===== config.mk =====
export PLATFORM = sky130hd
export DESIGN_NAME = hilbert_3d_index_to_coords_flat
export DESIGN_NICKNAME = d
export VERILOG_FILES = /design/src/hilb3_pkg.sv /design/src/hilb3_chan_if.sv /design/src/hilbert_3d_index_to_coords.sv /design/src/flat_wrapper.sv
export VERILOG_INCLUDE_DIRS = /design/src /design/src/src
export SDC_FILE = /design/constraint.sdc
export NUM_CORES = 1
export LEC_CHECK = 0
export ABC_CLOCK_PERIOD_IN_PS = 14300
export BUFFER_PORTS_ARGS = -buffer_cell sky130_fd_sc_hd__buf_2
export CAP_MARGIN = 30
export CORE_MARGIN = 5
export CORE_UTILIZATION = 35
export CTS_CLUSTER_DIAMETER = 40
export DETAILED_ROUTE_END_ITERATION = 6
export SYNTH_ARGS = -nofsm -noshare
export SYNTH_HDL_FRONTEND = slang
export SYNTH_SLANG_ARGS = --single-unit

===== constraint.sdc =====
create_clock -name clk -period 14.3 [get_ports clk]
set_input_delay 0.715 -clock clk [delete_from_list [all_inputs] [get_ports clk]]
set_output_delay 0.715 -clock clk [all_outputs]
set_load 0.02 [all_outputs]

===== src/hilbert_3d_index_to_coords_macros.svh =====
// Assertion helpers shared by the RTL.
// Both macros sample on clk and are disabled while rst_n is low.
`ifndef HILBERT_3D_INDEX_TO_COORDS_MACROS_SVH
`define HILBERT_3D_INDEX_TO_COORDS_MACROS_SVH

// Condition that must hold at every clock edge.
`define HILB3_ASSERT_ALWAYS(label, cond, msg) \
    label: assert property (@(posedge clk) disable iff (!rst_n) (cond)) else $error(msg);

// When ante holds, cons must hold at the next clock edge.
`define HILB3_ASSERT_NEXT(label, ante, cons, msg) \
    label: assert property (@(posedge clk) disable iff (!rst_n) (ante) |=> (cons)) \
        else $error(msg);

`endif


===== src/hilb3_pkg.sv =====
`timescale 1ns / 1ps

package hilb3_pkg;

    localparam int INDEX_W       = 30;
    localparam int POS_W         = 12;
    localparam int ORDER_W       = 4;
    localparam int ORDER_RESET   = 5;
    localparam int SPACING_SHIFT = 2;

    typedef logic [ORDER_W-1:0] order_t;

    typedef struct packed {
        logic [INDEX_W-1:0] hilbert_index;
    } idx_item_t;

    typedef struct packed {
        logic signed [POS_W-1:0] pos_x;
        logic signed [POS_W-1:0] pos_y;
        logic signed [POS_W-1:0] pos_z;
    } pos_item_t;

    // One octant step: next curve state and the transformed octant (z, y, x bits).
    typedef struct packed {
        logic [2:0] state;
        logic [2:0] octant;
    } hilb3_step_t;

    localparam logic [2:0] NEXT_STATE [8][8] = '{
        '{3'd0, 3'd3, 3'd4, 3'd7, 3'd6, 3'd1, 3'd2, 3'd5},
        '{3'd7, 3'd0, 3'd5, 3'd2, 3'd1, 3'd6, 3'd3, 3'd4},
        '{3'd6, 3'd7, 3'd2, 3'd5, 3'd4, 3'd3, 3'd0, 3'd1},
        '{3'd1, 3'd6, 3'd3, 3'd0, 3'd7, 3'd4, 3'd5, 3'd2},
        '{3'd2, 3'd5, 3'd6, 3'd1, 3'd0, 3'd7, 3'd4, 3'd3},
        '{3'd3, 3'd4, 3'd7, 3'd6, 3'd5, 3'd2, 3'd1, 3'd0},
        '{3'd4, 3'd1, 3'd0, 3'd3, 3'd2, 3'd5, 3'd6, 3'd7},
        '{3'd5, 3'd2, 3'd1, 3'd4, 3'd3, 3'd0, 3'd7, 3'd6}
    };

    localparam logic [2:0] OCTANT_MAP [8][8] = '{
        '{3'd0, 3'd1, 3'd3, 3'd2, 3'd6, 3'd7, 3'd5, 3'd4},
        '{3'd2, 3'd3, 3'd1, 3'd0, 3'd4, 3'd5, 3'd7, 3'd6},
        '{3'd4, 3'd5, 3'd7, 3'd6, 3'd0, 3'd1, 3'd3, 3'd2},
        '{3'd6, 3'd7, 3'd5, 3'd4, 3'd2, 3'd3, 3'd1, 3'd0},
        '{3'd1, 3'd0, 3'd2, 3'd3, 3'd7, 3'd6, 3'd4, 3'd5},
        '{3'd3, 3'd2, 3'd0, 3'd1, 3'd5, 3'd4, 3'd6, 3'd7},
        '{3'd5, 3'd4, 3'd6, 3'd7, 3'd1, 3'd0, 3'd2, 3'd3},
        '{3'd7, 3'd6, 3'd4, 3'd5, 3'd3, 3'd2, 3'd0, 3'd1}
    };

    function automatic hilb3_step_t hilb3_step(input logic [2:0] state,
                                               input logic [2:0] oct);
        hilb3_step_t r;
        r.state  = NEXT_STATE[state][oct];
        r.octant = OCTANT_MAP[state][oct];
        return r;
    endfunction

endpackage


===== src/hilb3_chan_if.sv =====
`timescale 1ns / 1ps

interface hilb3_chan_if #(
    parameter type payload_t = logic
);
    logic     valid;
    logic     ready;
    payload_t data;

    modport source (output valid, output data, input ready);
    modport sink   (input valid, input data, output ready);
endinterface


===== src/hilbert_3d_index_to_coords.sv =====
`timescale 1ns / 1ps
// 3D Hilbert index decoder: index along the curve -> centered grid position.
//
// Channels (valid/ready, a transfer happens when both are high at a clock edge):
//   idx : sink, one hilbert_index per transfer (low 3*curve_order bits used).
//   pos : source, one pos_x/pos_y/pos_z result per accepted index, in order.
//   cfg : sink, writes curve_order; always ready. Write only while idle.
// Each coordinate c is returned as (c - 2^(order-1)) * 4, a signed 12-bit value.
// curve_order 0 acts as 1, values above MAX_ORDER act as MAX_ORDER.
//
// The index transfer loads the input register, the upper half of the octant
// steps fills the middle register, the lower half plus the centering fills
// the result register, which drives pos.
// Throughput: one index per cycle while pos is ready; the rate is set by the three-register
// pipeline, each register advancing whenever the one after it moves or is empty.
// When pos stalls, results hold in place and the pipe keeps filling its empty
// registers; idx.ready drops only when all three registers are full.
// Reset empties the pipeline and sets curve_order to 5 (clamped to MAX_ORDER).
`include "hilbert_3d_index_to_coords_macros.svh"

module hilbert_3d_index_to_coords
    import hilb3_pkg::*;
#(
    parameter int MAX_ORDER = 10
)
(
    input  logic          clk,
    input  logic          rst_n,
    hilb3_chan_if.sink    idx,
    hilb3_chan_if.sink    cfg,
    hilb3_chan_if.source  pos
);

    localparam int IDX_W      = 3 * MAX_ORDER;
    localparam int HI_STEPS   = (MAX_ORDER + 1) / 2;
    localparam int LO_STEPS   = MAX_ORDER - HI_STEPS;
    localparam int ORDER_INIT = (ORDER_RESET > MAX_ORDER) ? MAX_ORDER : ORDER_RESET;

    // Configuration register, stored already clamped to the legal range.
    order_t order_reg;
    order_t order_next;

    // Pipeline control.
    logic in_valid_reg,  in_valid_next;
    logic mid_valid_reg, mid_valid_next;
    logic out_valid_reg, out_valid_next;
    logic in_en, mid_en, out_en;

    // Pipeline payload.
    logic [IDX_W-1:0]     in_idx_reg;
    logic [IDX_W-1:0]     in_idx_next;
    logic [IDX_W-1:0]     idx_mask;
    logic [IDX_W-1:0]     mid_idx_reg;
    logic [2:0]           mid_state_reg, mid_state_next;
    logic [MAX_ORDER-1:0] mid_cx_reg, mid_cy_reg, mid_cz_reg;
    logic [MAX_ORDER-1:0] mid_cx_next, mid_cy_next, mid_cz_next;
    pos_item_t            out_pos_reg, out_pos_next;

    // ------------------------------------------------------------------
    // Configuration: always accept, clamp zero up and large orders down.
    // ------------------------------------------------------------------
    assign cfg.ready = 1'b1;

    always_comb
    begin
        order_next = order_reg;
        if (cfg.valid)
        begin
            if (cfg.data == order_t'(0))
            begin
                order_next = order_t'(1);
            end
            else if (cfg.data > order_t'(MAX_ORDER))
            begin
                order_next = order_t'(MAX_ORDER);
            end
            else
            begin
                order_next = cfg.data;
            end
        end
    end

    // Keep only the low 3*order index bits. Leading zero octants leave the
    // curve state at 0 and add zero coordinate bits, so every index can then
    // run the full MAX_ORDER steps.
    always_comb
    begin
        for (int k = 0; k < IDX_W; k++)
        begin
            idx_mask[k] = (k < 3 * int'(order_reg));
        end
    end

    // ------------------------------------------------------------------
    // Handshake: each register advances when the next one moves or is empty.
    // ------------------------------------------------------------------
    assign out_en    = !out_valid_reg || pos.ready;
    assign mid_en    = !mid_valid_reg || out_en;
    assign in_en     = !in_valid_reg || mid_en;
    assign idx.ready = in_en;

    assign in_valid_next  = in_en  ? idx.valid     : in_valid_reg;
    assign mid_valid_next = mid_en ? in_valid_reg  : mid_valid_reg;
    assign out_valid_next = out_en ? mid_valid_reg : out_valid_reg;

    assign in_idx_next = idx.data.hilbert_index[IDX_W-1:0] & idx_mask;

    // ------------------------------------------------------------------
    // Upper octants, most significant first, from the input register.
    // ------------------------------------------------------------------
    always_comb
    begin
        hilb3_step_t stp;
        logic [2:0]  st;
        st          = 3'd0;
        mid_cx_next = '0;
        mid_cy_next = '0;
        mid_cz_next = '0;
        for (int i = MAX_ORDER - 1; i >= LO_STEPS; i--)
        begin
            stp         = hilb3_step(st, in_idx_reg[3*i +: 3]);
            mid_cx_next = (mid_cx_next << 1) | MAX_ORDER'(stp.octant[0]);
            mid_cy_next = (mid_cy_next << 1) | MAX_ORDER'(stp.octant[1]);
            mid_cz_next = (mid_cz_next << 1) | MAX_ORDER'(stp.octant[2]);
            st          = stp.state;
        end
        mid_state_next = st;
    end

    // ------------------------------------------------------------------
    // Lower octants, then center and scale by the spacing of 4.
    // ------------------------------------------------------------------
    always_comb
    begin
        hilb3_step_t          stp;
        logic [2:0]           st;
        logic [MAX_ORDER-1:0] cx, cy, cz;
        logic [POS_W-1:0]     half4;
        st = mid_state_reg;
        cx = mid_cx_reg;
        cy = mid_cy_reg;
        cz = mid_cz_reg;
        for (int i = LO_STEPS - 1; i >= 0; i--)
        begin
            stp = hilb3_step(st, mid_idx_reg[3*i +: 3]);
            cx  = (cx << 1) | MAX_ORDER'(stp.octant[0]);
            cy  = (cy << 1) | MAX_ORDER'(stp.octant[1]);
            cz  = (cz << 1) | MAX_ORDER'(stp.octant[2]);
            st  = stp.state;
        end
        // 2^(order-1) scaled by 4 is 2^(order+1).
        half4 = (POS_W'(1) << order_reg) << 1;
        out_pos_next.pos_x = $signed((POS_W'(cx) << SPACING_SHIFT) - half4);
        out_pos_next.pos_y = $signed((POS_W'(cy) << SPACING_SHIFT) - half4);
        out_pos_next.pos_z = $signed((POS_W'(cz) << SPACING_SHIFT) - half4);
    end

    assign pos.valid = out_valid_reg;
    assign pos.data  = out_pos_reg;

    // ------------------------------------------------------------------
    // Registers
    // ------------------------------------------------------------------
    always_ff @(posedge clk or negedge rst_n)
    begin
        if (!rst_n)
        begin
            order_reg     <= order_t'(ORDER_INIT);
            in_valid_reg  <= 1'b0;
            mid_valid_reg <= 1'b0;
            out_valid_reg <= 1'b0;
        end
        else
        begin
            order_reg     <= order_next;
            in_valid_reg  <= in_valid_next;
            mid_valid_reg <= mid_valid_next;
            out_valid_reg <= out_valid_next;
        end
    end

    always_ff @(posedge clk)
    begin
        if (in_en)
        begin
            in_idx_reg <= in_idx_next;
        end
        if (mid_en)
        begin
            mid_idx_reg   <= in_idx_reg;
            mid_state_reg <= mid_state_next;
            mid_cx_reg    <= mid_cx_next;
            mid_cy_reg    <= mid_cy_next;
            mid_cz_reg    <= mid_cz_next;
        end
        if (out_en)
        begin
            out_pos_reg <= out_pos_next;
        end
    end

    // ------------------------------------------------------------------
    // Assertions
    // ------------------------------------------------------------------
    `HILB3_ASSERT_ALWAYS(a_order_range,
        order_reg >= order_t'(1) && order_reg <= order_t'(MAX_ORDER),
        "curve order register out of range")
    `HILB3_ASSERT_ALWAYS(a_index_masked,
        !in_valid_reg || ((in_idx_reg & ~idx_mask) == '0),
        "index bits above 3*order reached the octant steps")
    `HILB3_ASSERT_NEXT(a_input_hold, in_valid_reg && !mid_en,
        in_valid_reg && $stable(in_idx_reg),
        "stalled input register lost or changed its index")
    `HILB3_ASSERT_NEXT(a_mid_to_out, mid_valid_reg && out_en, out_valid_reg,
        "middle stage result did not reach the result register")

endmodule


===== src/flat_wrapper.sv =====
// flat-port wrapper written by rule: the top's interface ports become plain ports
module hilbert_3d_index_to_coords_flat import hilb3_pkg::*;
#(
    parameter int MAX_ORDER = 10
)
  (clk, rst_n, idx_valid, idx_data, idx_ready, cfg_valid, cfg_data, cfg_ready, pos_valid, pos_data, pos_ready);
  hilb3_chan_if #(.payload_t(idx_item_t)) idx_i ();
  hilb3_chan_if #(.payload_t(order_t)) cfg_i ();
  hilb3_chan_if #(.payload_t(pos_item_t)) pos_i ();
  input  logic clk;
  input  logic rst_n;
  input wire logic [$bits(idx_i.valid)-1:0] idx_valid;
  input wire logic [$bits(idx_i.data)-1:0] idx_data;
  output wire logic [$bits(idx_i.ready)-1:0] idx_ready;
  input wire logic [$bits(cfg_i.valid)-1:0] cfg_valid;
  input wire logic [$bits(cfg_i.data)-1:0] cfg_data;
  output wire logic [$bits(cfg_i.ready)-1:0] cfg_ready;
  output wire logic [$bits(pos_i.valid)-1:0] pos_valid;
  output wire logic [$bits(pos_i.data)-1:0] pos_data;
  input wire logic [$bits(pos_i.ready)-1:0] pos_ready;
  assign idx_i.valid = idx_valid;
  assign idx_i.data = idx_data;
  assign idx_ready = idx_i.ready;
  assign cfg_i.valid = cfg_valid;
  assign cfg_i.data = cfg_data;
  assign cfg_ready = cfg_i.ready;
  assign pos_valid = pos_i.valid;
  assign pos_data = pos_i.data;
  assign pos_i.ready = pos_ready;
  hilbert_3d_index_to_coords #(.MAX_ORDER(MAX_ORDER)) u_core (.clk(clk), .rst_n(rst_n), .idx(idx_i), .cfg(cfg_i), .pos(pos_i));
endmodule

==> summary.md <==
| Metric | Value |
|---|---|
| Status | `complete, no violations` |
| Core area | `between 20000 and 30000 µm²` |
| Max Buffers Root-to-Sink | `2` |
| WP data arrival | `about 9.6 ns` |
| Setup TNS Final | `0 ns` |
| All-layer global routing usage | `0.150` |
| Grt ovf | `0` |
| Top cells by area, synth | `edfxtp_1 32%, ha_1 8.6%, xnor2_1 6.7%, o21ai_0 2.8%, nand2_1 2.6%` |
| Hold Buf Count CTS | `0` |
| Synth Warn # | `0` |
| Slowest stage cell, crit path | `edfxtp_1` |
| WL final | `between 20000 and 25000 µm` |
| Clk sinks | `between 100 and 150` |
| Synth Register Bits | `101` |
| Part of the cycle the worst path needs | `0.662` |
| Critical R2R Capture | `u_core.pos.data[23]` |
| Unrepaired setup endpoints after global routing | `false` |
| Net count, final | `1058` |
| Ratio of routed vias to standard cells | `5.39` |
| Post-DP HPWL | `approximately 17000 µm` |
| Register area share after synthesis | `0.337` |
| Syn-to-layout area delta | `8.95%` |
| Compound-Gate Fraction of Synth Area | `0.235` |
| Simple-gate share of the synthesized area | `0.160` |
| Final Non-Filler Cells | `approximately 1.3k` |
| First-pass GRT wire length | `between 30000 and 40000 µm` |
| Pin count of the biggest net entering global routing | `35` |
| Port buffer count | `73` |
| # fillers | `2506` |
| Syn Area/Cell | `9.67 µm²` |
| Final Hold Viols | `0` |
| WP data required | `14.40 ns` |
| H-tree Lvls | `3` |
| Min-Delay Path Class | `in -> async` |
| Worst R2R Path Depth | `40` |
| Final Critical Period | `between 9 and 10 ns` |
| Largest family of logic cells by synthesized area | `compound AO/OA/AOI/OAI gates` |
| Crit path kind | `reg -> reg` |
| Mapped Cells | `920` |
| Yosys top cell area share | `0.317` |
| Clock Latency Late Sink | `about 0.35 ns` |
| Num rows | `58` |
| Mapped Area | `~8900 µm²` |
| Die ar. | `28700 µm²` |
| Drc violations | `0` |
| Setup Skew | `slightly above 0.009 ns` |
| R2R Setup Slk | `around 4.8 ns` |
| Setup-failing EPs final | `0` |
| Max_cap viols | `0` |
| Post-synthesis mux area share | `0.0236` |
| First-pass detailed-route iteration total | `5` |
| Post-route ant nets | `0` |
| EDFF count, synth | `94` |
| Placed cell areas | `approximately 9400 µm²` |
| Initial antenna violation count | `0` |
| CTS clk-pin slew, worst paths | `0.08 ns` |
| Clock Tree Root | `clkbuf_16` |
| Die H | `approximately 170 µm` |
| Setup Fix Bufs, Post-CTS | `0` |
| XOR/XNOR Fraction of Synth Area | `0.0896` |
| Critical path endpoint category | `flop` |
| I/O pin count | `~80` |
| Placed cells | `roughly 1.3k` |
| Slew @ Worst Pin | `roughly 0.93 ns` |
| Primary FF master, synth | `edfxtp_1` |
| Cell taking the most area after synthesis | `edfxtp_1` |
| Post-cts sizing count | `0` |
| Reg-to-Reg Start | `u_core.mid_state_reg[1]` |
| Wirelength per Cell | `~17 µm` |
| Post-synthesis async set-or-reset flop share | `0.0693` |
| Relative slew margins | `0.379` |
| Largest register FFs | `31` |
| GP Congestion | `0.916` |
| Effective utilization at floorplan | `0.354` |
| Cts bufs inserted | `9` |
| Clock tree from TritonCTS | `built` |
| Vias | `6940` |
| Crit path largest cell delay | `0.49 ns` |
| Final slew viol count | `0` |
| Fin area | `slightly below 10000 µm²` |
| Critical path launch point type | `flop` |
| Vias in the first global route | `between 6k and 7k` |
| Die Width | `169 µm` |
| Layout cells sized above 1 | `0.159` |
| Maximum fanout along the worst path | `10` |
| Synth cell types | `~110` |
| Peak Freq | `106 MHz` |
| Iteration-0 DRC Markers | `between 600 and 700` |
| Antenna diodes | `0` |
| Synth Area in Adders | `0.0948` |
Yosys cell counts, drive strengths merged, types with 9 or more instances:
| master | n |
|---|---|
| o31ai | 13 |
| mux2i | 15 |
| clkbuf | 22 |
| ha | 61 |
| nand2 | 63 |
| a31oi | 16 |
| o211ai | 15 |
| nand3 | 16 |
| xor2 | 23 |
| inv | 48 |
| a21boi | 23 |
| xnor2 | 68 |
| and2 | 13 |
| o21ai | 53 |
| nand4 | 9 |
| a21oi | 39 |
| nor2b | 25 |
| nor2 | 54 |
| edfxtp | 94 |
| o21a | 11 |
| and3 | 12 |
| nor3 | 13 |
| nand2b | 14 |
| a21o | 14 |
| buf | 33 |
cell usage in the layout (no fill, tap or decap), types with 12 or more instances in the layout:
cell type	synthesis	final
o211ai_1	12	12
a31oi_1	15	15
nor3_1	12	12
inv_1	42	42
xor2_1	23	23
ha_1	61	61
nand2_1	61	61
nand2b_1	13	12
mux2i_1	15	15
a21boi_0	22	22
a21oi_1	38	38
a21o_1	14	14
nor2_1	53	53
buf_2	9	73
nand3_1	14	14
edfxtp_1	94	94
and2_1	13	13
o21ai_0	49	49
xnor2_1	68	68
nor2b_1	24	24
critical path, delay by kind of cell (launching register included):
family / cells / cell delay [ns]
buffers and inverters: 2 / 0.21
and+or+nand+nor: 7 / 1.14
xor gates and xnor gates: 2 / 0.24
adders and majority gates: 6 / 2.03
AOI/OAI and AO/OA: 22 / 4.81
muxes: 1 / 0.30
DFF: 1 / 0.49
area by class of cell:
type | count | area (µm²) | area share
Clock inverter | 6 | 82.6 | 0.00852
Multi-Input combinational cell | 714 | 5380 | 0.555
Sequential cell | 101 | 3000 | 0.310
Clock buffer | 9 | 225 | 0.0232
Timing Repair Buffer | 76 | 388 | 0.0400
Tap cell | 330 | 413 | 0.0426
Inverter | 52 | 200 | 0.0207
kinds of logic (layout without fill, tap and decap cells):
kind of cell | Yosys count | after routing
AOI/OAI and AO/OA | 276 | 276
and+or+nand+nor | 258 | 258
buffers and inverters | 107 | 143
DFF | 101 | 101
xor gates and xnor gates | 91 | 91
adders and majority gates | 65 | 65
muxes | 20 | 20
other | 2 | 4
metrics by stage:
step | utilization | setup WS (ns) | hold WS [ns]
after floorplan | - | 5.94 | 0.400
after global placement | 0.374 | 5.21 | 0.404
after detailed placement | 0.374 | 4.95 | 0.405
after CTS | 0.386 | 4.92 | 0.170
after global routing | 0.386 | 4.07 | 0.178
final | 0.386 | 4.84 | 0.180
worst max-delay path by stage:
stage | from | end | slack (ns)
floorplan | u_core.mid_state_reg[0] | u_core.pos.data[23] | 5.94
global placement | u_core.mid_state_reg[1] | u_core.pos.data[23] | 5.21
detailed placement | u_core.mid_state_reg[1] | u_core.pos.data[23] | 4.95
CTS | u_core.mid_state_reg[1] | u_core.pos.data[23] | 4.92
global route | u_core.mid_state_reg[2] | u_core.pos.data[23] | 4.07
finish | u_core.mid_state_reg[1] | u_core.pos.data[23] | 4.84
layer usage:
metal  part of all wire  wire length (µm)  track usage
met1               0.49             10700        0.217
met2               0.46              9940        0.238
met3              0.044               960       0.0240
met4              0.012               258       0.0294
met5                  0                 0            0
Power is left out: the tool's default activity adds up to more than one toggle a clock period on the data nets, which glitch-free logic cannot reach.
